<file path="config.mk">
export PLATFORM = sky130hd
export DESIGN_NAME = ptq_div
export DESIGN_NICKNAME = d
export VERILOG_FILES = /design/src/rtl/ptq_div.sv
export SDC_FILE = /design/constraint.sdc
export NUM_CORES = 1
export LEC_CHECK = 0
export ABC_CLOCK_PERIOD_IN_PS = 6300
export BUFFER_PORTS_ARGS = -buffer_cell sky130_fd_sc_hd__buf_2
export CORE_MARGIN = 3
export CORE_UTILIZATION = 32
export DETAILED_ROUTE_END_ITERATION = 12
export PLACE_DENSITY = 0.46
export SYNTH_ARGS = -nofsm -noshare
export SYNTH_HDL_FRONTEND = slang
export SYNTH_SLANG_ARGS = --single-unit
</file>
<file path="constraint.sdc">
create_clock -name clk -period 6.3 [get_ports clk]
set_clock_uncertainty 0.2 [all_clocks]
set_input_delay 0.63 -clock clk [delete_from_list [all_inputs] [get_ports clk]]
set_output_delay 0.63 -clock clk [all_outputs]
set_load 0.05 [all_outputs]
</file>
<file path="src/rtl/ptq_div.sv">
`timescale 1ns / 1ps
// ----------------------------------------------------------------------------
// ptq_div
// Restoring remainder unit, one dividend bit per cycle.
// ----------------------------------------------------------------------------
module ptq_div #(
  parameter int W = 48
) (
  input  logic         clk,
  input  logic         rst_n,
  input  logic         go,
  input  logic [W-1:0] dividend,
  input  logic [W-1:0] divisor,
  output logic         done,
  output logic [W-1:0] rem
);
  localparam int CW = $clog2(W + 1);
  localparam logic [CW-1:0] LAST = CW'(W - 1);

  logic [CW-1:0] cnt_r, cnt_nxt;
  logic          run_r, run_nxt;
  logic          done_r, done_nxt;
  logic [W-1:0]  rem_r, rem_nxt;
  logic [W-1:0]  num_r, num_nxt;
  logic [W-1:0]  den_r, den_nxt;
  logic [W:0]    sh;

  always_comb begin
    sh       = {rem_r, num_r[W-1]};
    cnt_nxt  = cnt_r;
    run_nxt  = run_r;
    done_nxt = 1'b0;
    rem_nxt  = rem_r;
    num_nxt  = num_r;
    den_nxt  = den_r;
    if (go) begin
      cnt_nxt = '0;
      run_nxt = 1'b1;
      rem_nxt = '0;
      num_nxt = dividend;
      den_nxt = divisor;
    end else if (run_r) begin
      if (sh >= {1'b0, den_r}) begin
        rem_nxt = W'(sh - {1'b0, den_r});
      end else begin
        rem_nxt = sh[W-1:0];
      end
      num_nxt = {num_r[W-2:0], 1'b0};
      cnt_nxt = cnt_r + 1'b1;
      if (cnt_r == LAST) begin
        run_nxt  = 1'b0;
        done_nxt = 1'b1;
      end
    end
  end

  always_ff @(posedge clk) begin
    if (!rst_n) begin
      run_r  <= 1'b0;
      done_r <= 1'b0;
      cnt_r  <= '0;
    end else begin
      run_r  <= run_nxt;
      done_r <= done_nxt;
      cnt_r  <= cnt_nxt;
    end
    rem_r <= rem_nxt;
    num_r <= num_nxt;
    den_r <= den_nxt;
  end

  assign done = done_r;
  assign rem  = rem_r;

endmodule

</file>
Word level (Yosys, flattened, before mapping)
Cells that the tools add are included.
{"block": "totals", "reg_bits": 152, "elab_cells": 22}
{"block": "classes", "add_sub_neg": 2, "order_cmp": 1, "eq_ne": 1, "n_mux": 7, "n_bitwise": 2, "n_reduce_logical": 3}
{"cell": "48-bit 2-to-1 mux", "n": 3}
{"cell": "49-bit by 48-bit >= comparator with 1-bit output", "n": 1}
{"cell": "48-bit subtractor", "n": 1}
{"cell": "6-bit by 1-bit adder with 6-bit output (second input constant)", "n": 1}
{"cell": "6-bit equality test (second input constant)", "n": 1}
{"cell": "1-bit 2-to-1 mux", "n": 4}
{"cell": "3-bit OR reduction", "n": 1}
{"cell": "1-bit inverter", "n": 2}
{"cell": "2-bit nonzero test", "n": 1}
{"cell": "2-bit OR reduction", "n": 1}

Logic depth before layout (Yosys ltp)
Gate-level depths: netlist of the first run.
{"block": "logic_depth", "ltp_word": 4, "mapped_depth": 15, "ltp_nobuf": 14}

Worst setup path after synthesis of the first run
Ideal clock, no wire load.
{"block": "synth_path", "path_type": "reg2reg", "startpoint": "register rem_r[24] (netlist: rem[24])", "endpoint": "register rem_r[46] (netlist: rem[46])", "setup_time_ps": 91, "arrival_time_ps": 3004, "required_ps": 6009, "path_slack_ps": 3005, "path_stages_with_launch": 13, "n_path_buf": 1, "path_cell_list": "dfxtp_1 ha_1 clkbuf_1 a21o_1 a31o_2 a311oi_2 nand2_1 o21ai_1 a31o_2 o21ai_2 a2111oi_0 o31ai_1 a311oi_1"}
{"block": "synth_between", "elab_chain_cells": 2, "word_cells_on_any_way": 3}
{"item": "from (decl)", "line": "23", "rtl": "logic [W-1:0] rem_r, rem_nxt;"}
{"item": "from (signal assigned)", "line": "67", "rtl": "rem_r <= rem_nxt;"}
{"item": "48-bit subtractor or 49-bit by 48-bit >= comparator with 1-bit output (tied branches)", "line": "44, 43"}
{"item": "48-bit 2-to-1 mux (*)", "line": "43", "rtl": "if (sh >= {1'b0, den_r}) begin"}
Every way passes the cells marked *; elsewhere a longest branch is shown, timed or not.
A chain may end at the register's enable or synchronous reset.

Worst setup path in the final report of the first run
{"block": "layout_path", "startpoint": "register den_r[16]", "endpoint": "register rem_r[17] (netlist: rem[17])"}
{"block": "layout_between", "elab_chain_cells": 2, "word_cells_on_any_way": 3}
{"item": "from (decl)", "line": "25", "rtl": "logic [W-1:0] den_r, den_nxt;"}
{"item": "from (signal assigned)", "line": "69", "rtl": "den_r <= den_nxt;"}
{"item": "48-bit subtractor or 49-bit by 48-bit >= comparator with 1-bit output (tied branches)", "line": "44, 43"}
{"item": "48-bit 2-to-1 mux (*)", "line": "43"}
Marks and branches as above.

==> qor_table.md, run 1 <==
| Stage | Result | Value |
|:---|:---|:---|
| final layout | Layout cell share with drive strength beyond 1 | 23.7% |
| timing | Remaining max-slew budget at the tightest pin | 23.7% |
| timing | Peak Freq | 247 MHz |
| route | Antenna viol nets, final | 0 |
| setup path | Crit-path max FO | 26 |
| clock tree | Clock buffers created by TritonCTS | 17 |
| route | First DRT Iteration DRCs | 380 |
| placed design | Placer's final routability congestion estimate | 0.828 |
| timing | Final sum of negative setup slack | 0 ps |
| final layout | Area taken by multi-input logic gates | 0.00437 sq mm |
| route | Average detailed-routed wire length per instance | 16.9 um |
| setup path | Data required time at the worst endpoint | 6400 ps |
| clock tree | Clock tree from TritonCTS | yes |
| global routing | Number of global-route vias before repair | 7,029 |
| clock tree | Sink Count | 152 |
| die | Die H | 172 um |
| setup path | Startpoint type of the worst setup path | flop |
| final layout | Register area | 0.00401 sq mm |
| global routing | Number of antenna violations at the first check in global routing | 8 |
| final layout | Cell area after layout | 0.0104 sq mm |
| timing | Final max-slew violation count | 0 |
| timing | Setup Viol. Count Final | 0 |
| final layout | Most frequent standard cell in the layout excluding fill and tap cells | sky130_fd_sc_hd__buf_2 |
| die | Top-Level Pins | 148 |
| timing | Fraction of the cycle the final worst path needs | 64.3% |
| setup path | Worst Path Class, Setup | flop to flop |
| power | Max IR drop VDD | 0.000184 V |
| synth | Number of flip-flops and latches in the synthesized netlist | 152 |
| setup path | Data arrival, critical path | 4160 ps |
| global routing | Total routing resource utilization after global routing | 16.0% |
| final layout | Net total in the final layout | 1,179 |
| timing | Hold Slack | 169 ps |
| setup path | Type of destination of the critical path | flop |
| clock tree | Total setup buffers inserted after CTS | 0 |
| timing | Final hold violation count | 0 |
| route | TritonRoute pass-1 iters | 5 |
| setup path | Cell Chain, Critical Path | inv_1 > ha_1 > a21o_4 > a21oi_1 > a31oi_1 > and3b_1 > o21ai_2 > a21o_1 > o21ba_4 > o31ai_4 > buf_4 > nor3_1 > a2111oi_1 |
| final layout | Synthesis-to-finish area growth | 18.5% |
| final layout | Diodes inserted | 0 |
| power | Cell area power density | 295 mW/mm^2 |
| clock tree | Cell at the root of the clock tree | sky130_fd_sc_hd__clkbuf_16 |
| global routing | Wire length of the first global-routing pass | 37.5 mm |
| timing | Setup repair after global routing missed its margin | false |
| synth | Total nets after synthesis | 1,055 |
| power | Pwr Total | 0.00308 W |
| setup path | Slowest-stage cell, CP | sky130_fd_sc_hd__o31ai_4 |
| final layout | Highest-count cells in the layout ignoring fill and taps | sky130_fd_sc_hd__buf_2, sky130_fd_sc_hd__nand2_1, sky130_fd_sc_hd__edfxtp_1 |
| die | Initial cell density of the core | 32.6% |
| status | Run status | finished, final reports clean |
| synth | Library cells used by synthesis | 67 |
| timing | Tightest Pin Transition | 1140 ps |
| route | Detailed-route DRC error count | 0 |
| synth | Main flop type after synthesis | sky130_fd_sc_hd__edfxtp_1 |
| die | Die Footprint | 0.0295 sq mm |
| timing | Minimum clock period | 4050 ps |
| clock tree | Worst-Skew Late Latency | 430 ps |
| placed design | Post-Place Cell Area | 0.00982 sq mm |
| clock tree | Number of levels in the clock H-tree | 4 |
| clock tree | Deepest clock path buffer count | 2 |
| placed design | HPWL Detailed | 16.9 mm |
| die | Total number of placement rows | 60 |
| route | Total via count in the routed design | 7,024 |
| synth | Sequential area share after synthesis | 45.5% |
| synth | Cell count after synthesis | 906 |
| worst hold path | Hold Crit Class | primary input to flop |
| placed design | PortBufs | 147 |
| power | Pleak | 4.49 nW |
| route | Total detailed-routing wirelength | 23.4 mm |
| clock tree | Clock-pin slew on the worst setup and hold paths | 70 ps |
| route | Number of vias per cell after detailed routing | 5.08 |
| clock tree | Resize count post-CTS | 0 |
| final layout | Layout fillers | 2,756 |
| synth | Post-synth EDFFs | 96 |
| setup path | Largest stage delay on the critical path | 950 ps |
| clock tree | Number of hold buffers added after CTS | 0 |
| synth | Synth async-reset ratio | 0% |
| die | Placeable core region | 0.0270 sq mm |
| global routing | Maximum number of pins on one net before global-route repair | 96 |
| synth | Cell area after technology mapping | 0.00881 sq mm |
| synth | Synthesized area per cell | 9.72 sq um |
| global routing | GRT overflow | 0 |
| synth | Yosys Warn Count | 0 |
| job | Max-capacitance violation count | 0 |
| die | Die Span X | 172 um |
==> flip-flops by register name (all words and copies together) (netlist names) <==
name / count
num_r: 48
den_r: 48
done: 1
rem: 48
cnt_r: 6
run_r: 1
==> critical path: cells and delay by family (launching register included) <==
kind / cells / cell delay (ps)
DFF: 1 / 320
buffers and inverters: 2 / 470
adders and majority gates: 1 / 420
AOI/OAI and AO/OA: 8 / 2230
and+or+nand+nor: 2 / 270
==> path summary, 6_finish.rpt <==
kind,cells after the start,endpoint,startpoint,slack (ps)
max,13,rem[17]$_SDFFE_PP0P_,den_r[16]$_DFFE_PP_,2250
min,1,den_r[11]$_DFFE_PP_,divisor[11],170
max reg2reg,13,rem[17]$_SDFFE_PP0P_,den_r[16]$_DFFE_PP_,2250
min reg2reg,2,cnt_r[5]$_SDFFE_PP0P_,cnt_r[5]$_SDFFE_PP0P_,290
==> cells by family after synthesis <==
group,after synthesis,synth area share (%)
compound gates,214,17.3
xor+xnor,48,4.77
fa+ha+maj,50,7.19
buf+inv,109,5.00
flops,152,45.5
mux,48,6.12
simple gates,285,14.2
==> area by class of cell <==
class	instances	area share, %
Clock buffer	21	4.62
Clock inverter	11	1.27
Inverter	61	2.19
Multi-Input combinational cell	645	41.9
Sequential cell	152	38.4
Tap cell	341	4.09
Timing Repair Buffer	153	7.54
==> metrics by stage <==
stage	setup slack (ps)	util (%)	std cells
3_3_place_gp	2190	36.3	1352
2_1_floorplan	3000	-	906
5_1_grt	1850	38.6	1384
6_report	2250	38.6	1384
4_1_cts	2150	38.6	1384
3_5_place_dp	2160	36.3	1352
==> per-layer routing <==
| layer | GRT usage (%) | wire length (um) | vias up |
|---|---|---|---|
| met1 | 21.7 | 11100 | 3273 |
| met5 | 0 | 73 | - |
| met4 | 5.14 | 439 | 16 |
| li1 | - | - | 3532 |
| met3 | 6.20 | 1770 | 41 |
| met2 | 23.6 | 9950 | 162 |
==> Yosys cell counts, types with 16 or more instances <==
master	count	area (sq um)
sky130_fd_sc_hd__nand2_1	124	465
sky130_fd_sc_hd__o21ai_0	23	115
sky130_fd_sc_hd__inv_1	61	229
sky130_fd_sc_hd__xor2_1	23	201
sky130_fd_sc_hd__a21oi_1	59	295
sky130_fd_sc_hd__a21o_1	21	158
sky130_fd_sc_hd__nor2_1	81	304
sky130_fd_sc_hd__xnor2_1	25	219
sky130_fd_sc_hd__ha_1	49	613
sky130_fd_sc_hd__dfxtp_1	56	1120
sky130_fd_sc_hd__mux2_2	47	529
sky130_fd_sc_hd__nand3_1	16	80.1
sky130_fd_sc_hd__edfxtp_1	96	2880
sky130_fd_sc_hd__clkbuf_1	32	120
sky130_fd_sc_hd__a311oi_1	40	350
==> report_power, final <==
group	internal [W]	switching, W	leakage [nW]
clock	0.000634	0.000438	0.296
combinational	0.000285	0.000511	2.78
sequential	0.00116	0.0000496	1.41
total	0.00208	0.000998	4.49
Power figures use the tool's default switching activity.
==> run 2: changes to the inputs <==
Settings changed: ABC_CLOCK_PERIOD_IN_PS 6300 to 4000.
Clock period 6.3 ns to 4 ns, I/O delays scaled along.
==> run 2 against run 1 <==
Final area increased by 4.7%; fmax increased by 12%; critical path depth increased by 1; register-to-register slack got worse by 1900 ps; utilization increased by 1.8 points; global-route usage increased by 0.43 points; via count increased by 2.2%; first-iteration DRC count decreased by 4.2%; total power increased by 58%; cell count increased by 3.8%; sequential power increased by 58%; critical endpoint is now rem[46]$_SDFFE_PP0P_; largest power group unchanged; highest routed layer is now met4.
==> qor_table.md, run 2 (synthesis gave the netlist of run 1 again) <==
| Stage | Result | Value |
|:---|:---|:---|
| worst hold path | Hold wc startpoint | dividend[0] |
| timing | Setup Viol. Count Final | 0 |
| route | Average detailed-routed wire length per instance | 16.6 um |
| die | Placeable core region | 0.0270 sq mm |
| setup path | Type of destination of the critical path | flop |
| setup path | Data required time at the worst endpoint | 4150 ps |
| setup path | Destination of the worst register-to-register timing path | rem[46]$_SDFFE_PP0P_ |
| die | Die H | 172 um |
| route | Detailed-route DRC error count | 0 |
| placed design | PortBufs | 147 |
| worst hold path | Cell count of the worst hold path | 2 |
| job | Max-capacitance violation count | 0 |
| status | Run status | finished, final reports clean |
| power | Cell Int Power | 0.00325 W |
| global routing | Number of antenna violations at the first check in global routing | 0 |
| power | Max IR drop VDD | 0.000267 V |
| timing | Final hold violation count | 0 |
| die | Die Footprint | 0.0295 sq mm |
| timing | Setup repair after global routing missed its margin | false |
| final layout | Layout cell share with drive strength beyond 1 | 23.0% |
| power | Proportion of total power due to net switching | 33.0% |
| route | TritonRoute pass-1 iters | 5 |
| setup path | Crit-path max FO | 5 |
| clock tree | Sink Count | 152 |
| clock tree | Worst-Skew Late Latency | 440 ps |
| final layout | Most frequent standard cell in the layout excluding fill and tap cells | sky130_fd_sc_hd__buf_2 |
| timing | Final max-slew violation count | 0 |
| clock tree | Clock buffers created by TritonCTS | 17 |
| route | Number of vias per cell after detailed routing | 5.00 |
| setup path | R2R setup slack | 380 ps |
| final layout | Register area | 0.00401 sq mm |
| power | Pwr Total | 0.00486 W |
| die | Die Span X | 172 um |
| power | Reported net switching power | 0.00160 W |
| placed design | Placer's final routability congestion estimate | 0.801 |
| worst hold path | Hold-critical path endpoint | num_r[0]$_SDFFCE_PN0P_ |
| power | Cell area power density | 444 mW/mm^2 |
| setup path | Origin of the critical flop-to-flop path | num_r[47]$_DFFE_PP_ |
| power | Power share of the combinational group | 26.9% |
| global routing | Maximum number of pins on one net before global-route repair | 97 |
| route | Total detailed-routing wirelength | 23.9 mm |
| global routing | GRT overflow | 0 |
| timing | Tightest Pin Transition | 1010 ps |
| final layout | Diodes inserted | 0 |
| setup path | Startpoint type of the worst setup path | flop |
| global routing | Total routing resource utilization after global routing | 16.5% |
| route | Antenna viol nets, final | 0 |
| final layout | Net total in the final layout | 1,233 |
| die | Total number of placement rows | 60 |
| setup path | Data arrival, critical path | 3770 ps |
| die | Initial cell density of the core | 32.6% |
| power | Part of the total power dissipated in the clock network | 33.9% |
| final layout | Synthesis-to-finish area growth | 24.1% |
| global routing | Wire length of the first global-routing pass | 38.6 mm |
| setup path | Worst Path Class, Setup | flop to flop |
| setup path | Number of cell instances on the worst register-to-register path | 14 |
| timing | Peak Freq | 276 MHz |
| worst hold path | Hold Crit Class | primary input to flop |
| clock tree | Number of levels in the clock H-tree | 4 |
| global routing | Number of global-route vias before repair | 7,203 |
| placed design | HPWL Detailed | 17.1 mm |
| timing | Minimum clock period | 3620 ps |
| timing | Remaining max-slew budget at the tightest pin | 33.0% |
| timing | Final sum of negative setup slack | 0 ps |
| power | Pleak | 4.70 nW |
| timing | Fraction of the cycle the final worst path needs | 90.5% |
| final layout | Util after Layout | 40.4% |
| die | Top-Level Pins | 148 |
| final layout | Layout fillers | 2,745 |
| clock tree | Cell at the root of the clock tree | sky130_fd_sc_hd__clkbuf_16 |
| route | Total via count in the routed design | 7,178 |
| power | Share of total power in sequential cells | 39.2% |
| final layout | Highest-count cells in the layout ignoring fill and taps | sky130_fd_sc_hd__buf_2, sky130_fd_sc_hd__nand2_1, sky130_fd_sc_hd__edfxtp_1 |
| clock tree | Deepest clock path buffer count | 2 |
| clock tree | Clock tree from TritonCTS | yes |
| final layout | Area taken by multi-input logic gates | 0.00437 sq mm |
| route | First DRT Iteration DRCs | 364 |
| clock tree | Clock-pin slew on the worst setup and hold paths | 70 ps |
[run 2: cell count changes in the layout (fill, tap and decap cells not counted), sizes merged]
| cell | delta |
|---|---|
| dlygate4sd3 | +49 |
| buf | +5 |
| clkbuf | -3 |
| clkinvlp | +1 |
| inv | +1 |
[run 2: stage by stage]
step                      hold WS (ps)  area (sq um)  cells  setup WS [ps]
final                             48.1         10900   1437            379
after global routing              41.7         10900   1437            106
after detailed placement           281          9860   1357            399
after CTS                         23.5         10900   1437            375
after floorplan                    254          8810    906            705
after global placement             277          9860   1357            481
[run 2: area by class of cell]
| cell class | count | share of cell area [%] |
|---|---|---|
| Tap cell | 341 | 3.90 |
| Inverter | 61 | 2.09 |
| Clock buffer | 18 | 4.02 |
| Clock inverter | 13 | 1.30 |
| Timing Repair Buffer | 207 | 12.0 |
| Sequential cell | 152 | 36.6 |
| Multi-Input combinational cell | 645 | 40.0 |
[run 2: how the worst max path moves through the flow]
stage,startpoint,to,cells past startpoint
floorplan,rem[24]$_SDFFE_PP0P_,rem[46]$_SDFFE_PP0P_,12
global placement,num_r[47]$_DFFE_PP_,rem[46]$_SDFFE_PP0P_,14
detailed placement,num_r[47]$_DFFE_PP_,rem[46]$_SDFFE_PP0P_,14
CTS,num_r[47]$_DFFE_PP_,rem[46]$_SDFFE_PP0P_,14
global route,num_r[47]$_DFFE_PP_,rem[46]$_SDFFE_PP0P_,14
finish,num_r[47]$_DFFE_PP_,rem[46]$_SDFFE_PP0P_,14
[run 2: worst max-delay path: stages (launching register included)]
cell and delay, ps:
sky130_fd_sc_hd__edfxtp_1 400, sky130_fd_sc_hd__inv_1 80, sky130_fd_sc_hd__ha_1 160, sky130_fd_sc_hd__inv_1 50
sky130_fd_sc_hd__fa_1 400, sky130_fd_sc_hd__a21o_1 210, sky130_fd_sc_hd__a221o_1 370, sky130_fd_sc_hd__a22oi_1 200
sky130_fd_sc_hd__a21oi_1 110, sky130_fd_sc_hd__o21ai_1 250, sky130_fd_sc_hd__a31o_2 240, sky130_fd_sc_hd__o21ai_2 80
sky130_fd_sc_hd__a2111oi_0 390, sky130_fd_sc_hd__o31ai_1 150, sky130_fd_sc_hd__a311oi_1 250
[run 2: power by group through the flow]
stage	sequential [W]	clock (W)	combinational, W
6_report	0.00191	0.00164	0.00131
5_1_grt	0.00192	0.00176	0.00146
4_1_cts	0.00191	0.00170	0.00132
3_5_place_dp	0.00194	0	0.00127
3_3_place_gp	0.00194	0	0.00128
2_1_floorplan	0.00207	0	0.000791
[run 2: layer usage]
metal | vias up | part of all wire [%] | global-route usage, %
met5 | - | 0 | 0
met4 | 0 | 1.4 | 4.89
met3 | 24 | 6.1 | 4.96
met2 | 157 | 43 | 24.8
met1 | 3358 | 50 | 22.9
li1 | 3639 | - | -
[run 2: what timing repair did]
action | in CTS | in global routing
setup endpoints to repair | 0 | 0
hold endpoints to repair | 49 | 0
setup buffers | 0 | 0
hold buffers | 49 | 0
resized for setup | 0 | 0
==> run 3: changes to the inputs <==
Settings changed: CELL_PAD_IN_SITES_DETAIL_PLACEMENT set to 1, CELL_PAD_IN_SITES_GLOBAL_PLACEMENT set to 1, PLACE_DENSITY 0.46 to 0.58.
==> run 3 against run 2 <==
Combinational power grew 3%; global-route usage grew 0.98 points; sequential power is essentially flat; critical path type unchanged.
==> qor_table.md, run 3 (synthesis gave the netlist of run 1 again) <==
| Stage | Result | Value |
|:---|:---|:---|
| power | Cell Int Power | 0.00344 W |
| route | Total detailed-routing wirelength | 25.4 mm |
| power | Pleak | 4.76 nW |
| die | Initial cell density of the core | 32.6% |
| clock tree | Clock buffers created by TritonCTS | 17 |
| route | Total via count in the routed design | 7,313 |
| clock tree | Number of levels in the clock H-tree | 4 |
| global routing | Number of antenna violations at the first check in global routing | 1 |
| job | Max-capacitance violation count | 0 |
| setup path | CP delay by family, top | compound AO/OA/AOI/OAI gates |
| die | Die H | 172 um |
| final layout | Diodes inserted | 0 |
| die | Placeable core region | 0.0270 sq mm |
| power | Part of the total power dissipated in the clock network | 35.7% |
| route | TritonRoute pass-1 iters | 4 |
| power | Share of total power in sequential cells | 37.7% |
| clock tree | Deepest clock path buffer count | 2 |
| global routing | Grt met3 use | 5.05% |
| power | Proportion of total power due to net switching | 32.1% |
| placed design | PortBufs | 147 |
| global routing | GR met2 Demand/Resource | 28.3% |
| placed design | HPWL Detailed | 18.2 mm |
| timing | Remaining max-slew budget at the tightest pin | 26.1% |
| final layout | Cell area after layout | 0.0111 sq mm |
| setup path | Type of destination of the critical path | flop |
| timing | Minimum clock period | 3640 ps |
| timing | Peak Freq | 274 MHz |
| route | Detailed-route DRC error count | 0 |
| setup path | Crit-path max FO | 5 |
| final layout | Most frequent standard cell in the layout excluding fill and tap cells | sky130_fd_sc_hd__buf_2 |
| status | Run status | finished, final reports clean |
| setup path | Worst Path Class, Setup | flop to flop |
| die | Die Footprint | 0.0295 sq mm |
| die | Top-Level Pins | 148 |
| clock tree | Sink Count | 152 |
| route | Number of vias per cell after detailed routing | 5.08 |
| clock tree | Clock tree from TritonCTS | yes |
| route | First DRT Iteration DRCs | 300 |
| timing | Fraction of the cycle the final worst path needs | 91.1% |
| clock tree | Cell at the root of the clock tree | sky130_fd_sc_hd__clkbuf_16 |
| global routing | Wire length of the first global-routing pass | 40.9 mm |
| timing | Setup repair after global routing missed its margin | false |
| setup path | Data required time at the worst endpoint | 4150 ps |
| timing | Setup Viol. Count Final | 0 |
| final layout | Highest-count cells in the layout ignoring fill and taps | sky130_fd_sc_hd__buf_2, sky130_fd_sc_hd__nand2_1, sky130_fd_sc_hd__edfxtp_1 |
| timing | Final max-slew violation count | 0 |
| final layout | Layout fillers | 3,099 |
| final layout | Net total in the final layout | 1,235 |
| setup path | Data arrival, critical path | 3800 ps |
| die | Total number of placement rows | 60 |
| global routing | Total routing resource utilization after global routing | 17.4% |
| setup path | Cell repeated most along the worst path | sky130_fd_sc_hd__inv_1 |
| global routing | Met1 GRT Util | 23.1% |
| timing | Final sum of negative setup slack | 0 ps |
| final layout | Layout cell share with drive strength beyond 1 | 23.2% |
| setup path | Slowest-stage cell, CP | sky130_fd_sc_hd__a2111oi_0 |
| placed design | Post-Place Cell Area | 0.00987 sq mm |
| timing | Tightest Pin Transition | 1100 ps |
| final layout | Util after Layout | 40.9% |
| clock tree | Clock-pin slew on the worst setup and hold paths | 80 ps |
| placed design | Placer's final routability congestion estimate | 0.804 |
| power | Reported net switching power | 0.00162 W |
| route | Average detailed-routed wire length per instance | 17.6 um |
| setup path | Startpoint type of the worst setup path | flop |
| global routing | Number of global-route vias before repair | 7,709 |
| timing | Hold Slack | 50.1 ps |
| setup path | Cell Chain, Critical Path | inv_1 > ha_1 > inv_1 > fa_1 > a21o_1 > a221o_1 > a22oi_1 > a21oi_1 > o21ai_1 > a31o_2 > o21ai_2 > a2111oi_0 > o31ai_1 > a311oi_1 |
| global routing | Busiest layer in global routing | met2 |
| route | Antenna viol nets, final | 0 |
| timing | Final hold violation count | 0 |
| worst hold path | Cell count of the worst hold path | 2 |
| power | Cell area power density | 458 mW/mm^2 |
| global routing | GRT overflow | 0 |
| setup path | Total stage count of the critical path | 14 |
| global routing | Maximum number of pins on one net before global-route repair | 143 |
| clock tree | Resize count post-CTS | 0 |
| die | Die Span X | 172 um |
| setup path | Number of buffer and inverter stages on the critical path | 2 |
| setup path | Largest stage delay on the critical path | 400 ps |
| power | Power share of the combinational group | 26.6% |
| power | Max IR drop VDD | 0.000277 V |
| setup path | Number of cell instances on the worst register-to-register path | 14 |
| worst hold path | Hold Crit Class | primary input to flop |
| final layout | Synthesis-to-finish area growth | 25.6% |
| clock tree | Worst-Skew Late Latency | 450 ps |
## run 3: cell count changes in the layout (fill, tap and decap cells not counted), moves of 2 or more
cell and change:
sky130_fd_sc_hd__clkbuf_16 +2, sky130_fd_sc_hd__buf_12 +3, sky130_fd_sc_hd__clkinv_4 +2, sky130_fd_sc_hd__clkinv_2 -2, sky130_fd_sc_hd__clkinvlp_4 -2, sky130_fd_sc_hd__inv_6 -2
## run 3: per-stage QoR
step	power (W)	std cells	setup WS, ps
finish	0.00506	1440	356
global route	0.00534	1440	132
floorplan	0.00286	906	705
global placement	0.00323	1356	250
detailed placement	0.00324	1356	133
CTS	0.00512	1437	130
## run 3: layout make-up
class | count | area, sq um | area share [%]
Clock buffer | 22 | 507 | 4.58
Clock inverter | 10 | 153 | 1.38
Inverter | 61 | 229 | 2.07
Multi-Input combinational cell | 645 | 4370 | 39.6
Sequential cell | 152 | 4010 | 36.2
Tap cell | 341 | 427 | 3.86
Timing Repair Buffer | 209 | 1360 | 12.3
## run 3: worst paths after layout
check	start	endpoint	slack, ps
worst min-delay path	dividend[0]	num_r[0]$_SDFFCE_PN0P_	50
worst max register to register	num_r[47]$_DFFE_PP_	rem[46]$_SDFFE_PP0P_	360
worst min register to register	cnt_r[5]$_SDFFE_PP0P_	cnt_r[5]$_SDFFE_PP0P_	290
worst max-delay path	num_r[47]$_DFFE_PP_	rem[46]$_SDFFE_PP0P_	360
## run 3: power groups by stage
stage               Combinational [W]  Clock, W  Sequential (W)
global route                  0.00149   0.00192         0.00193
finish                        0.00135   0.00181         0.00191
CTS                           0.00135   0.00187         0.00191
floorplan                    0.000791         0         0.00207
detailed placement            0.00130         0         0.00194
global placement              0.00129         0         0.00194
## run 3: timing repair
item	4_1_cts	5_1_grt
endpoints found under the hold margin	49	0
endpoints found under the setup margin	0	8
hold buffers	49	0
setup buffers	0	3
## run 3: layer usage
layer	part of all wire, %	wire length (um)
met5	0.028	7
met1	47	12000
met4	0.72	184
met2	46	11700
met3	5.6	1420
