==> config.mk <==
export PLATFORM = sky130hd
export DESIGN_NAME = ptq_cell
export DESIGN_NICKNAME = d
export VERILOG_FILES = /design/src/rtl/ptq_pkg.sv /design/src/rtl/ptq_cell.sv
export SDC_FILE = /design/constraint.sdc
export NUM_CORES = 1
export LEC_CHECK = 0
export ABC_CLOCK_PERIOD_IN_PS = 3300
export BUFFER_PORTS_ARGS = -buffer_cell sky130_fd_sc_hd__buf_2
export CAP_MARGIN = 20
export CORE_UTILIZATION = 30
export DETAILED_ROUTE_END_ITERATION = 10
export GPL_ROUTABILITY_DRIVEN = 0
export PLACE_DENSITY = 0.56
export SETUP_SLACK_MARGIN = 0.02
export SLEW_MARGIN = 10
export SYNTH_ARGS = -nofsm -noshare
export SYNTH_HDL_FRONTEND = slang
export SYNTH_SLANG_ARGS = --single-unit
==> constraint.sdc <==
create_clock -name clk -period 3.3 [get_ports clk]
set_input_delay 0.33 -clock clk [delete_from_list [all_inputs] [get_ports clk]]
set_output_delay 0.33 -clock clk [all_outputs]
set_load 0.01 [all_outputs]
==> src/rtl/ptq_pkg.sv <==
`timescale 1ns / 1ps
// ----------------------------------------------------------------------------
// ptq_pkg
// Shared types and codes of the periodic timer queue.
// ----------------------------------------------------------------------------
package ptq_pkg;

  localparam int CMD_W  = 3;
  localparam int ID_W   = 4;
  localparam int KIND_W = 2;
  localparam int SLOT_W = 6;   // covers up to 64 slots
  localparam int ORD_W  = 16;

  localparam logic [ORD_W-1:0] ORD_MAX = '1;

  localparam logic [CMD_W-1:0] CMD_POLL    = 3'd0;
  localparam logic [CMD_W-1:0] CMD_ARM_REL = 3'd1;
  localparam logic [CMD_W-1:0] CMD_ARM_ABS = 3'd2;
  localparam logic [CMD_W-1:0] CMD_CANCEL  = 3'd3;
  localparam logic [CMD_W-1:0] CMD_QUERY   = 3'd4;

  localparam logic [KIND_W-1:0] KIND_FIRE   = 2'd0;
  localparam logic [KIND_W-1:0] KIND_FINISH = 2'd1;
  localparam logic [KIND_W-1:0] KIND_ANSWER = 2'd2;

  typedef enum logic [2:0] {
    C_NOP,
    C_CLEAR,
    C_ARM_ORD,
    C_RANK_CLR,
    C_RANK_STEP,
    C_RANK_APPLY
  } cell_op_t;

  typedef struct packed {
    cell_op_t            op;
    logic [SLOT_W-1:0]   sel;
    logic                b_armed;
    logic [ORD_W-1:0]    b_order;
  } cell_ctl_t;

  typedef enum logic [3:0] {
    S_IDLE,
    S_SEARCH,
    S_DIV,
    S_TAKE,
    S_RANK,
    S_APPLY,
    S_ORDER,
    S_FIRE,
    S_ANSWER
  } state_t;

endpackage

==> src/rtl/ptq_cell.sv <==
`timescale 1ns / 1ps
// ----------------------------------------------------------------------------
// ptq_cell
// One timer slot plus one stage of the earliest-deadline search chain.
// ----------------------------------------------------------------------------
module ptq_cell
  import ptq_pkg::*;
#(
  parameter int TIME_BITS = 48,
  parameter int IDX       = 0
) (
  input  logic                 clk,
  input  logic                 rst_n,
  input  cell_ctl_t            ctl,
  input  logic [TIME_BITS-1:0] wdl,
  input  logic [TIME_BITS-1:0] wper,
  input  logic                 ci_valid,
  input  logic [TIME_BITS-1:0] ci_dl,
  input  logic [ORD_W-1:0]     ci_ord,
  input  logic [SLOT_W-1:0]    ci_id,
  output logic                 co_valid,
  output logic [TIME_BITS-1:0] co_dl,
  output logic [ORD_W-1:0]     co_ord,
  output logic [SLOT_W-1:0]    co_id,
  output logic                 st_armed,
  output logic [TIME_BITS-1:0] st_dl,
  output logic [TIME_BITS-1:0] st_per,
  output logic [ORD_W-1:0]     st_order
);
  logic                 armed_r, armed_nxt;
  logic [TIME_BITS-1:0] dl_r, dl_nxt;
  logic [TIME_BITS-1:0] per_r, per_nxt;
  logic [ORD_W-1:0]     ord_r, ord_nxt;
  logic [SLOT_W-1:0]    rank_r, rank_nxt;
  logic                 cv_r;
  logic [TIME_BITS-1:0] cdl_r;
  logic [ORD_W-1:0]     cord_r;
  logic [SLOT_W-1:0]    cid_r;
  logic                 mine, take_own;

  assign mine = (ctl.sel == SLOT_W'(IDX));

  always_comb begin
    armed_nxt = armed_r;
    dl_nxt    = dl_r;
    per_nxt   = per_r;
    ord_nxt   = ord_r;
    rank_nxt  = rank_r;
    case (ctl.op)
      C_CLEAR: begin
        if (mine) begin
          armed_nxt = 1'b0;
          dl_nxt    = '0;
          per_nxt   = '0;
        end
      end
      C_ARM_ORD: begin
        if (mine) begin
          armed_nxt = 1'b1;
          dl_nxt    = wdl;
          per_nxt   = wper;
          ord_nxt   = ctl.b_order;
        end
      end
      C_RANK_CLR: rank_nxt = '0;
      C_RANK_STEP: begin
        if (ctl.b_armed && ctl.b_order < ord_r) rank_nxt = rank_r + 1'b1;
      end
      C_RANK_APPLY: begin
        if (armed_r) ord_nxt = ORD_W'(rank_r);
      end
      default: ;
    endcase
  end

  // keep the incoming candidate on a full tie: it comes from a lower slot
  assign take_own = armed_r && (!ci_valid || dl_r < ci_dl ||
                                (dl_r == ci_dl && ord_r < ci_ord));

  always_ff @(posedge clk) begin
    if (!rst_n) begin
      armed_r <= 1'b0;
      cv_r    <= 1'b0;
      dl_r    <= '0;
      per_r   <= '0;
      ord_r   <= '0;
    end else begin
      armed_r <= armed_nxt;
      cv_r    <= take_own | ci_valid;
      dl_r    <= dl_nxt;
      per_r   <= per_nxt;
      ord_r   <= ord_nxt;
    end
    rank_r <= rank_nxt;
    cdl_r  <= take_own ? dl_r : ci_dl;
    cord_r <= take_own ? ord_r : ci_ord;
    cid_r  <= take_own ? SLOT_W'(IDX) : ci_id;
  end

  assign co_valid = cv_r;
  assign co_dl    = cdl_r;
  assign co_ord   = cord_r;
  assign co_id    = cid_r;
  assign st_armed = armed_r;
  assign st_dl    = dl_r;
  assign st_per   = per_r;
  assign st_order = ord_r;

endmodule

Word-level counts from Yosys, hierarchy flattened
Index checks and enable logic that the tools add are counted.
- word-level logic and storage cells: 52
- output and inout port bits: 184
- bits in registers: 190
- multiplexer cells: 15
- equality and inequality tests: 10
- reductions and logical operators: 13
- bitwise gates (word level): 1
- add/subtract/negate cells: 1
- magnitude comparators: 3
- operator list (operator ; number):
    $mux W48 ; 4
    $pmux W48 S2 ; 2
    $eq A48 B48 Y1 ; 1
    $lt A48 B48 Y1 ; 1
    $mux W16 ; 3
    $lt A16 B16 Y1 ; 2
    $pmux W16 S2 ; 1
    $pmux W6 S2 ; 1
    $ne A2 B2 Y1 const B ; 4
    $add A6 B1 Y6 const B ; 1
    $eq A3 B2 Y1 const B ; 2
    $eq A3 B3 Y1 const B ; 2
    $logic_not A6 Y1 ; 1
    $mux W6 ; 1
    $reduce_and A3 Y1 ; 2
    $reduce_bool A2 Y1 ; 3
    $eq A3 B1 Y1 const B ; 1
    $logic_and A1 B1 Y1 ; 3
    $logic_or A1 B1 Y1 ; 2
    $mux W1 ; 2
    $pmux W1 S2 ; 1
    $reduce_and A2 Y1 ; 1
    $logic_not A1 Y1 ; 1
    $or A1 B1 Y1 ; 1

Depth between registers and ports, before layout
Gate-level depths: netlist of run 1.
- word-level depth: 5
- depth in mapped cells: 10

Worst setup path after synthesis of run 1
No wires, ideal clock.
- path kind: register -> register
- from: register dl_r[37], in the netlist st_dl[37]
- to: register cdl_r[10], in the netlist co_dl[10]
- data required time: 3.172 ns
- slack: 1.098 ns
- cell stages (with the launch flop): 10
- data arrival time: 2.074 ns
- buffers on the path: 2
- library setup time: 0.128 ns
- cells stage by stage: dfxtp_1 > ha_1 > a21o_1 > a21oi_2 > o221ai_2 > a2111oi_4 > and4_1 > buf_6 > buf_6 > o211ai_2
- cells in the longest elaborated chain, start to end: 5
- elaborated cells on any way between the ends: 7
- those cells by class: order compare: 1; eq/ne: 1; mux: 1; reduce/logical: 4
- ends and longest elaborated chain (what ; RTL line ; text):
    start, declared ; ptq_cell.sv:31 ; logic [TIME_BITS-1:0] dl_r, dl_nxt;
    start signal, assigned ; ptq_cell.sv:90 ; dl_r <= dl_nxt;
    $lt A48 B48 Y1 or $eq A48 B48 Y1 (tied branches) ; ptq_cell.sv:77, ptq_cell.sv:78 ;
    $logic_or A1 B1 Y1 or $logic_and A1 B1 Y1 (tied branches) ; ptq_cell.sv:77, ptq_cell.sv:78 ;
    $logic_or A1 B1 Y1 * ; ptq_cell.sv:77 ; assign take_own = armed_r && (!ci_valid || dl_r < ci_dl ||
    $logic_and A1 B1 Y1 * ; ptq_cell.sv:77 ;
    $mux W48 * ; ptq_cell.sv:95 ; cdl_r <= take_own ? dl_r : ci_dl;
    end signal, assigned ; ptq_cell.sv:95 ;
    end, declared ; ptq_cell.sv:36 ; logic [TIME_BITS-1:0] cdl_r;
Every way passes the cells marked *; elsewhere a longest branch is shown, timed or not.
A chain may end at the register's enable or synchronous reset.

Worst setup path after layout of run 1
- from: register dl_r[45], in the netlist st_dl[45]
- to: register cdl_r[21], in the netlist co_dl[21]
Same word-level chain as after synthesis.

==> results.md, run 1 <==
* Status: finished, final reports clean
* Number of global-route vias before repair at 10564
* Final ANT Viol Nets at 0
* Post-synth net total at between 1500 and 2000
* Footprint of the flip-flops and latches at a little under 4000 sq um
* Crit path capture type: flop
* Metal-1 WL at 17280 um
* Endpoint with the worst hold slack: co_id[0]$_SDFF_PP0_
* Number of cells produced by synthesis at 1236
* Fin crit share at 0.8717
* Terminus of the critical flop-to-flop path: co_dl[21]$_DFF_P_
* GRT Util Overall at 0.2176
* Post-CTS sizing at 0
* Die footprint at 36630 sq um
* CTS Hold Bufs at 0
* Leading cell type in the layout, fill and taps excluded: sky130_fd_sc_hd__buf_2
* Number of max-capacitance violations reported at 0
* Final setup skew at ~13 ps
* Sequential-to-total area share from yosys stat at 0.3591
* Number of pins with negative max-slew slack in the final report at 0
* Unrepaired setup endpoints after global routing: false
* Relative slew slack at 0.4165
* Filler instances at 3579
* Amount of wire on met2 after detailed routing at 19160 um
* Level count of the clock H-tree at 4
* Topmost layer with routed signal wires: met5
* Ratio of routed vias to standard cells at around 5.4
* Path category of the worst min-delay check: in -> reg
* Clk_lat worst skew at 450 ps
* 1st-pass router iterations at 5
* Worst hold-check slack at 106.5 ps
* Share of synthesized registers carrying an async set or reset at 0
* Commonest cells after routing, fill and taps aside: sky130_fd_sc_hd__buf_2 (378), sky130_fd_sc_hd__dfxtp_1 (184), sky130_fd_sc_hd__inv_1 (132), sky130_fd_sc_hd__a22oi_1 (107), sky130_fd_sc_hd__ha_1 (79)
* Routed length on met3 at approximately 2800 um
* Yosys Warn Count at 0
* Count of buffers from port buffering at ~380
* Number of sinks handled by clock tree synthesis at 190
* Data required, critical path at 3620 ps
* Least-Margin Pin Slew at around 880 ps
* Core Footprint at 34880 sq um
* Horiz. Die Dim at 191.4 um
* Number of enable flip-flop cells after synthesis at 6
* DRC marker count from the first detailed-route iteration at 696
* F_max at ~0.35 GHz
* Total DRC errors in the routed layout at 0
* TritonCTS buffer count at 17
* Fin nets at 1815
* Post-route setup TNS at 0 ps
* Static leakage power at a little over 6 nW
* Logic depth of the worst register-to-register path at 8
* Worst Path Arrival at 3200 ps
* Combined area of the multi-input logic cells at 5916 sq um
* Launch point of the worst reg-to-reg path: st_dl[45]$_SDFFE_PN0P_
* Clk slew on worst S/H paths at roughly 70 ps
* Row cnt at 68
* Startpoint type of the worst setup path: flop
* Final worst path period need at roughly 2900 ps
* Crit Path Max Fanout at 64
* Number of antenna violations at the first check in global routing at 5
* Hold Violations, Final at 0
* CTS tree: yes
* Number of flip-flops and latches in the synthesized netlist at 190
* Mean post-synth cell area at 8.706 sq um
* Power Dens Cells at roughly 370 nW/um^2
* Peak supply drop at 0.0003564 V
* Final routed wirelength across all metal layers at 40220 um
* Number of setup buffers added after CTS at 0
* Global-route wire length before repair at around 60000 um
* Startpoint of the tightest hold check path: ci_id[0]
* Dominant synthesized flop cell: sky130_fd_sc_hd__dfxtp_1
* CTS root buffer: sky130_fd_sc_hd__clkbuf_16
* Maximum clock path buffer count at 2
* Pin count of the biggest net entering global routing at 66
* Initial Util at 0.3085
* Top-level port count at 379
* Vertical extent of the die at 191.4 um
* Total gr overflow at 0
* Half-perimeter wire length after detailed placement at 28080 um
* Total of endpoints with negative setup slack in the final report at 0
* Routed len/inst at between 15 and 20 um
* Total standard cell area after synthesis at 10760 sq um
* Post-synth cell types at between 50 and 60
* Layout cell share with drive strength beyond 1 at 0.3333
* WHS Path Cells at 2
* Vias at 10848
* Synth-to-layout area growth at 27.04%
* Flop2flop setup slack at 420 ps
* WS Path Type: reg -> reg
[report_power, final]
| part | leakage (nW) | internal, mW | total [mW] | switching (mW) |
|---|---|---|---|---|
| sequential | 1.57 | 2.35 | 2.37 | 0.0190 |
| combinational | 4.33 | 0.212 | 0.446 | 0.234 |
| clock | 0.306 | 1.26 | 2.28 | 1.02 |
| total | 6.20 | 3.82 | 5.09 | 1.27 |
[routing by layer]
layer  global-route usage  vias to the layer above
li1                     -                     5170
met1               0.2779                     5157
met2               0.3577                      455
met3              0.04645                       62
met4              0.08059                        4
met5                    0                        -
[per-stage QoR]
stage | cells | setup slack, ps | cell area, sq um | power (mW) | utilization
after global placement | 1976 | 469.1 | 13020 | 2.865 | 0.3732
after global routing | 2011 | 213.1 | 13670 | 5.291 | 0.3919
after floorplan | 1236 | 1098 | 10760 | 2.627 | -
after CTS | 2008 | 473.7 | 13640 | 5.158 | 0.3911
final | 2011 | 423.2 | 13670 | 5.093 | 0.3919
after detailed placement | 1976 | 409.0 | 13020 | 2.872 | 0.3732
[cell usage after synthesis, drive strengths merged, types with 5 or more instances]
cell type / instances / area, sq um
dfxtp: 184 / 3684
inv: 133 / 499.2
a22oi: 107 / 803.3
ha: 79 / 988.5
nand4: 75 / 469.2
clkbuf: 74 / 277.8
nand3: 72 / 360.4
o21ai: 71 / 355.3
nor2: 69 / 259.0
o211ai: 67 / 808.3
a221oi: 65 / 569.3
nor2b: 58 / 362.9
buf: 46 / 270.3
nand2: 28 / 105.1
a21oi: 26 / 133.9
a21o: 10 / 75.07
and3: 8 / 50.05
a311oi: 6 / 52.55
edfxtp: 6 / 180.2
and4: 5 / 43.79
[flip-flops by register name (all words and copies together) (netlist names)]
signal    cells
co_dl        48
co_id         6
co_valid      1
st_per       48
st_dl        48
rank_r        6
st_order     16
st_armed      1
co_ord       16
[kinds of logic (layout without fill, tap and decap cells)]
kind of cell,after synthesis,after routing,synth area share
DFF,190,190,0.3591
AOI/OAI and AO/OA,372,372,0.2786
other,0,2,0
xor gates and xnor gates,5,5,0.004071
and+or+nand+nor,337,337,0.1691
adders and majority gates,79,79,0.09186
buffers and inverters,253,571,0.09733
[worst max path at each step]
stage	start	end	slack [ps]	depth (start not counted)
after global placement	ci_dl[47]	co_dl[0]$_DFF_P_	470	10
after global routing	st_dl[38]$_SDFFE_PN0P_	co_dl[21]$_DFF_P_	210	8
after floorplan	st_dl[37]$_SDFFE_PN0P_	co_dl[10]$_DFF_P_	1100	9
after detailed placement	ci_dl[38]	co_dl[10]$_DFF_P_	410	10
after CTS	st_dl[47]$_SDFFE_PN0P_	co_dl[21]$_DFF_P_	470	8
final	st_dl[45]$_SDFFE_PN0P_	co_dl[21]$_DFF_P_	420	8
[worst max-delay path, stage by stage (launching register included)]
cell	delay [ps]
sky130_fd_sc_hd__dfxtp_1	370
sky130_fd_sc_hd__ha_1	330
sky130_fd_sc_hd__nand4_1	170
sky130_fd_sc_hd__nor3_4	410
sky130_fd_sc_hd__and3_2	270
sky130_fd_sc_hd__buf_4	640
sky130_fd_sc_hd__a221oi_1	250
sky130_fd_sc_hd__nand4_1	190
sky130_fd_sc_hd__o211ai_2	90
[cell type report]
class	instances	share of cell area
multi-input combinational	793	0.4328
sequential	190	0.2827
clock inverter	12	0.01245
inverter	133	0.03652
tap	455	0.04165
antenna	2	0.0003661
clock buffer	20	0.03341
timing repair buffer	406	0.1602
Note: power is estimated with default switching activity, not from simulation.
==> run 2: changes to the inputs <==
CORE_UTILIZATION = 50   (was 30)
PLACE_DENSITY = 0.83   (was 0.56)
==> run 2 against run 1 <==
Global-route usage grew 10 points. Combinational power shrank 1%. Cell area is 1.9% lower. Sequential share of layout area rose by 0.54 points. Utilization increased by 24 points. Die area decreased by 40%. Highest routed layer unchanged.
==> results.md, run 2 (same netlist as run 1, synthesis figures left out) <==
* Fraction of the core area covered by cells at the end of the flow at 0.6362 (+0.2443)
* Least-Margin Pin Slew at 776.8 ps (-98.51 ps)
* Count of buffers from port buffering at 378 (unchanged)
* Static leakage power at 6.195 nW (-0.10%)
* Top-level port count at 379 (unchanged)
* Pre-CTS setup slack at 328.5 ps (-80.48 ps)
* Final routed wirelength across all metal layers at 36230 um (-9.9%)
* GRT Util Overall at 0.3182 (+0.1006)
* CTS tree: yes
* F_max at 0.3413 GHz (-1.8%)
* Worst-case setup margin in the final layout at 369.6 ps (-53.61 ps)
* Maximum clock path buffer count at 2 (unchanged)
* Total DRC errors in the routed layout at 0 (unchanged)
* Post-route setup TNS at 0 ps (unchanged)
* Level count of the clock H-tree at 4 (unchanged)
* Worst Path Arrival at 3270 ps (+70 ps)
* Final std cell area, no fill at 13420 sq um (-1.9%)
* Fin crit share at 0.8880 (+0.01624)
* Status: finished, final reports clean
* Final setup skew at 9.717 ps (-3.046 ps)
* Hold Violations, Final at 0 (unchanged)
* Path category of the worst min-delay check: in -> reg
* Initial Util at 0.5103 (+0.2018)
* Core Footprint at 21090 sq um (-40%)
* Commonest cells after routing, fill and taps aside: sky130_fd_sc_hd__buf_2 (378), sky130_fd_sc_hd__dfxtp_1 (184), sky130_fd_sc_hd__inv_1 (132), sky130_fd_sc_hd__a22oi_1 (107), sky130_fd_sc_hd__ha_1 (79)
* Number of max-capacitance violations reported at 0 (unchanged)
* Number of sinks handled by clock tree synthesis at 190 (unchanged)
* Final worst path period need at 2930 ps (+53.61 ps)
* Total gr overflow at 0 (unchanged)
* DRC marker count from the first detailed-route iteration at 795 (+14%)
* Global-route wire length before repair at 55340 um (-10%)
* Number of antenna violations at the first check in global routing at 9 (+4)
* CTS root buffer: sky130_fd_sc_hd__clkbuf_16
* Die footprint at 22110 sq um (-40%)
* Unrepaired setup endpoints after global routing: false
* Relative slew slack at 0.4821 (+0.06567)
* Layout cell share with drive strength beyond 1 at 0.3338 (+0.0004287)
* Clk slew on worst S/H paths at 80 ps (about the same)
* 1st-pass router iterations at 5 (unchanged)
* Data required, critical path at 3640 ps (+20 ps)
* Filler instances at 1808 (-49%)
* Clk_lat worst skew at 440 ps (about the same)
* Crit path capture type: flop
* Fin nets at 1816 (+0.055%)
* Share of total power in combinational logic at 0.089 (about the same)
* Most used routing layer in global routing: met2
* Startpoint type of the worst setup path: flop
* Leading cell type in the layout, fill and taps excluded: sky130_fd_sc_hd__buf_2
* Total of endpoints with negative setup slack in the final report at 0 (unchanged)
* Crit Path Max Fanout at 36 (-44%)
* CTS Hold Bufs at 0 (unchanged)
* Met1 demand-to-capacity share in global routing at 0.3740 (+0.09614)
* Number of setup buffers added after CTS at 0 (unchanged)
* Vertical extent of the die at 148.7 um (-22%)
* Vias at 11179 (+3.1%)
* Half-perimeter wire length after detailed placement at 24950 um (-11%)
* Horiz. Die Dim at 148.7 um (-22%)
* Switching power at 1.290 mW (+1.6%)
* Row cnt at 53 (-22%)
* TritonCTS buffer count at 17 (unchanged)
* Pin count of the biggest net entering global routing at 97 (+47%)
* Global-route met3 utilization at 0.07209 (+0.02564)
* Total placed instance area at 12770 sq um (-1.9%)
* Fraction of power spent switching nets at 0.2611 (+0.01182)
* Number of pins with negative max-slew slack in the final report at 0 (unchanged)
* Post-CTS sizing at 0 (unchanged)
* Number of global-route vias before repair at 10673 (+1.0%)
* Relative contribution of the clock network to total power at 0.431 (-0.016)
* Sequential group share of total power at 0.479 (+0.013)
* Synth-to-layout area growth at 24.67%
* Final ANT Viol Nets at 0 (unchanged)
* Peak supply drop at 0.0003309 V (-7.1%)
* Power Dens Cells at 368.4 nW/um^2 (-1.1%)
* Routed len/inst at 19.73 um (-1.3%)
* Internal Power at 3.651 mW (-4.5%)
* GR Util met2 at 0.5453 (+0.1876)
* Ratio of routed vias to standard cells at 6.089 (+13%)
* WS Path Type: reg -> reg
==> run 2: power groups by stage <==
| stage | logic (mW) | registers, mW | clock network, mW |
|---|---|---|---|
| 4_1_cts | 0.439 | 2.37 | 2.16 |
| 3_5_place_dp | 0.436 | 2.42 | 0 |
| 6_report | 0.440 | 2.37 | 2.13 |
| 3_3_place_gp | 0.426 | 2.42 | 0 |
| 5_1_grt | 0.483 | 2.37 | 2.25 |
| 2_1_floorplan | 0.179 | 2.45 | 0 |
==> run 2: path summary, 6_finish.rpt <==
kind / to / from / depth (start not counted) / slack (ps)
setup / recovery: co_dl[0]$_DFF_P_ / st_dl[37]$_SDFFE_PN0P_ / 9 / 370
hold / removal: co_id[4]$_SDFF_PP0_ / ci_id[4] / 2 / 110
setup reg to reg: co_dl[0]$_DFF_P_ / st_dl[37]$_SDFFE_PN0P_ / 9 / 370
hold reg to reg: st_per[3]$_SDFFE_PN0P_ / st_per[3]$_SDFFE_PN0P_ / 2 / 510
==> run 2: per-layer routing <==
| metal | vias up | wire, um |
|---|---|---|
| li1 | 5180 | - |
| met1 | 5262 | 13840 |
| met2 | 632 | 17900 |
| met3 | 101 | 3216 |
| met4 | 4 | 1238 |
| met5 | - | 27 |
==> run 2: area by class of cell <==
class | count | area (sq um) | share of cell area
timing repair buffer | 407 | 2180 | 0.1625
antenna | 6 | 15.01 | 0.001119
tap | 275 | 344.1 | 0.02565
sequential | 190 | 3864 | 0.2880
clock buffer | 17 | 425.4 | 0.03171
inverter | 133 | 499.2 | 0.03721
clock inverter | 15 | 172.7 | 0.01287
multi-input combinational | 793 | 5916 | 0.4410
==> run 2: critical path, stage by stage, from the launching register on <==
cell and delay, ps:
sky130_fd_sc_hd__dfxtp_1 440, sky130_fd_sc_hd__ha_1 290, sky130_fd_sc_hd__a21o_1 170, sky130_fd_sc_hd__a21oi_2 140
sky130_fd_sc_hd__o221ai_2 130, sky130_fd_sc_hd__a2111oi_4 440, sky130_fd_sc_hd__buf_4 410, sky130_fd_sc_hd__buf_4 470
sky130_fd_sc_hd__nand4_1 140, sky130_fd_sc_hd__o211ai_1 170
==> run 2: stage by stage <==
| step | power, mW | cells | hold WS, ps |
|---|---|---|---|
| after floorplan | 2.627 | 1236 | 440.2 |
| final | 4.942 | 1836 | 113.5 |
| after global placement | 2.849 | 1797 | 483.4 |
| after detailed placement | 2.860 | 1797 | 494.1 |
| after CTS | 4.967 | 1829 | 101.0 |
| after global routing | 5.107 | 1835 | 115.1 |
==> run 3: changes to the inputs <==
CTS_CLUSTER_SIZE = 12   (was unset)
MAX_ROUTING_LAYER = met4   (was unset)
==> run 3 against run 2 <==
Final cell count barely moved. Power barely moved. Non-clock buffer count did not move. Critical path type unchanged. Wire length barely moved. Via count rose by 0.26%. Largest cell class unchanged. First-iteration DRC count fell by 1.9%. Highest routed layer is now met4. Clock skew rose by 0.56 ps. Cell area barely moved. Largest power group unchanged.
==> results.md, run 3 (same netlist as run 1, synthesis figures left out) <==
* Status: finished, final reports clean
* WS Path Type: reg -> reg
* CTS Hold Bufs at 0 (unchanged)
* Internal Power at 3.652 mW (about the same)
* Peak supply drop at 0.0003294 V (-0.46%)
* Maximum clock path buffer count at 2 (unchanged)
* Post-CTS sizing at 0 (unchanged)
* Synth-to-layout area growth at 24.70% (about the same)
* Ratio of routed vias to standard cells at 6.101 (+0.20%)
* Share of total power in combinational logic at 0.089 (about the same)
* Initial Util at 0.5103 (unchanged)
* Pin count of the biggest net entering global routing at 97 (unchanged)
* GRT Util Overall at 0.3280 (+0.009733)
* Crit path buf inv count at 2 (unchanged)
* Source of the critical timing path: st_dl[37]$_SDFFE_PN0P_
* Die footprint at 22110 sq um (unchanged)
* Static leakage power at 6.195 nW (about the same)
* Worst-case setup margin in the final layout at 379.9 ps (+10.24 ps)
* Row cnt at 53 (unchanged)
* Sequential group share of total power at 0.479 (about the same)
* Post-route setup TNS at 0 ps (unchanged)
* Half-perimeter wire length after detailed placement at 24950 um (unchanged)
* Total gr overflow at 0 (unchanged)
* Clk slew on worst S/H paths at 80 ps (about the same)
* F_max at 0.3424 GHz (+0.35%)
* Total DRC errors in the routed layout at 0 (unchanged)
* Global-route wire length before repair at 55330 um (about the same)
* Least-Margin Pin Slew at 784.6 ps (+7.768 ps)
* Crit Path Max Fanout at 36 (unchanged)
* Vias at 11208 (+0.26%)
* Layout cell share with drive strength beyond 1 at 0.3338 (unchanged)
* Most common cell type on the critical path: sky130_fd_sc_hd__buf_4
* Core Footprint at 21090 sq um (unchanged)
* Overall power at 4.942 mW (about the same)
* CTS root buffer: sky130_fd_sc_hd__clkbuf_16
* Critical Path, Cell by Cell: ha_1, a21o_1, a21oi_2, o221ai_2, a2111oi_4, buf_4, buf_4, nand4_1, o211ai_1
* Data required, critical path at 3640 ps (about the same)
* Switching power at 1.291 mW (about the same)
* Final routed wirelength across all metal layers at 36190 um (about the same)
* Startpoint type of the worst setup path: flop
* Fin nets at 1816 (unchanged)
* Fraction of power spent switching nets at 0.2611 (about the same)
* Routed len/inst at 19.70 um (-0.15%)
* Top-level port count at 379 (unchanged)
* CTS tree: yes
* Hold Violations, Final at 0 (unchanged)
* Number of sinks handled by clock tree synthesis at 190 (unchanged)
* Vertical extent of the die at 148.7 um (unchanged)
* Launch point of the worst reg-to-reg path: st_dl[37]$_SDFFE_PN0P_
* Number of setup buffers added after CTS at 0 (unchanged)
* DRC marker count from the first detailed-route iteration at 780 (-1.9%)
* Number of antenna violations at the first check in global routing at 8 (-1)
* Startpoint of the tightest hold check path: ci_id[4]
* Relative slew slack at 0.4770 (-0.005178)
* Pre-CTS setup slack at 328.5 ps (unchanged)
* Number of global-route vias before repair at 10670 (-0.028%)
* Crit path capture type: flop
* Horiz. Die Dim at 148.7 um (unchanged)
* 1st-pass router iterations at 7 (+2)
* Commonest cells after routing, fill and taps aside: sky130_fd_sc_hd__buf_2 (378), sky130_fd_sc_hd__dfxtp_1 (184), sky130_fd_sc_hd__inv_1 (132), sky130_fd_sc_hd__a22oi_1 (107), sky130_fd_sc_hd__ha_1 (79)
* Total of endpoints with negative setup slack in the final report at 0 (unchanged)
* Critical path's slowest cell: sky130_fd_sc_hd__buf_4
* Max incr delay on CP at 470 ps (about the same)
* Fin crit share at 0.8849 (-0.003103)
* Number of max-capacitance violations reported at 0 (unchanged)
* Path category of the worst min-delay check: in -> reg
* Level count of the clock H-tree at 4 (unchanged)
* Leading cell type in the layout, fill and taps excluded: sky130_fd_sc_hd__buf_2
* Count of buffers from port buffering at 378 (unchanged)
* TritonCTS buffer count at 17 (unchanged)
* Cell family with most CP delay: compound AO/OA/AOI/OAI gates
* Final worst path period need at 2920 ps (-10.24 ps)
* Clk_lat worst skew at 440 ps (about the same)
* Unrepaired setup endpoints after global routing: false
* Number of pins with negative max-slew slack in the final report at 0 (unchanged)
* Worst Path Arrival at 3260 ps (about the same)
* Final ANT Viol Nets at 0 (unchanged)
* Final setup skew at 10.27 ps (+0.5582 ps)
* Relative contribution of the clock network to total power at 0.431 (about the same)
* Power Dens Cells at 368.3 nW/um^2 (about the same)
[run 3: power by group through the flow]
stage,combinational [mW],sequential [mW],clock [mW]
2_1_floorplan,0.179,2.45,0
3_3_place_gp,0.426,2.42,0
3_5_place_dp,0.436,2.42,0
4_1_cts,0.439,2.37,2.16
5_1_grt,0.483,2.37,2.25
6_report,0.441,2.37,2.13
[run 3: path summary, 6_finish.rpt]
check / endpoint / slack, ps / cells past startpoint
max: co_dl[0]$_DFF_P_ / 380 / 9
min: co_id[4]$_SDFF_PP0_ / 120 / 2
max reg2reg: co_dl[0]$_DFF_P_ / 380 / 9
min reg2reg: st_per[5]$_SDFFE_PN0P_ / 510 / 2
[run 3: final cells by class]
type / count / area (sq um)
antenna: 7 / 17.52
fill: 1805 / 7670
tap: 275 / 344.1
timing repair buffer: 407 / 2180
sequential: 190 / 3864
inverter: 133 / 499.2
clock inverter: 15 / 172.7
multi-input combinational: 793 / 5916
clock buffer: 17 / 425.4
[run 3: stage by stage]
stage               instances  hold slack [ps]  utilization  area, sq um
finish                   1837            116.2       0.6363        13420
global route             1837            115.0       0.6363        13420
CTS                      1829            101.0       0.6342        13370
detailed placement       1797            494.1       0.6058        12770
global placement         1797            483.4       0.6058        12770
floorplan                1236            440.2            -        10760
[run 3: per-layer routing]
metal  global-route usage  routed length [um]  up-vias
met5                    -                   0        -
met4               0.1510                1247        0
met3              0.06380                3131      106
met2               0.5437               17750      646
met1               0.3819               14060     5274
li1                     -                   -     5182
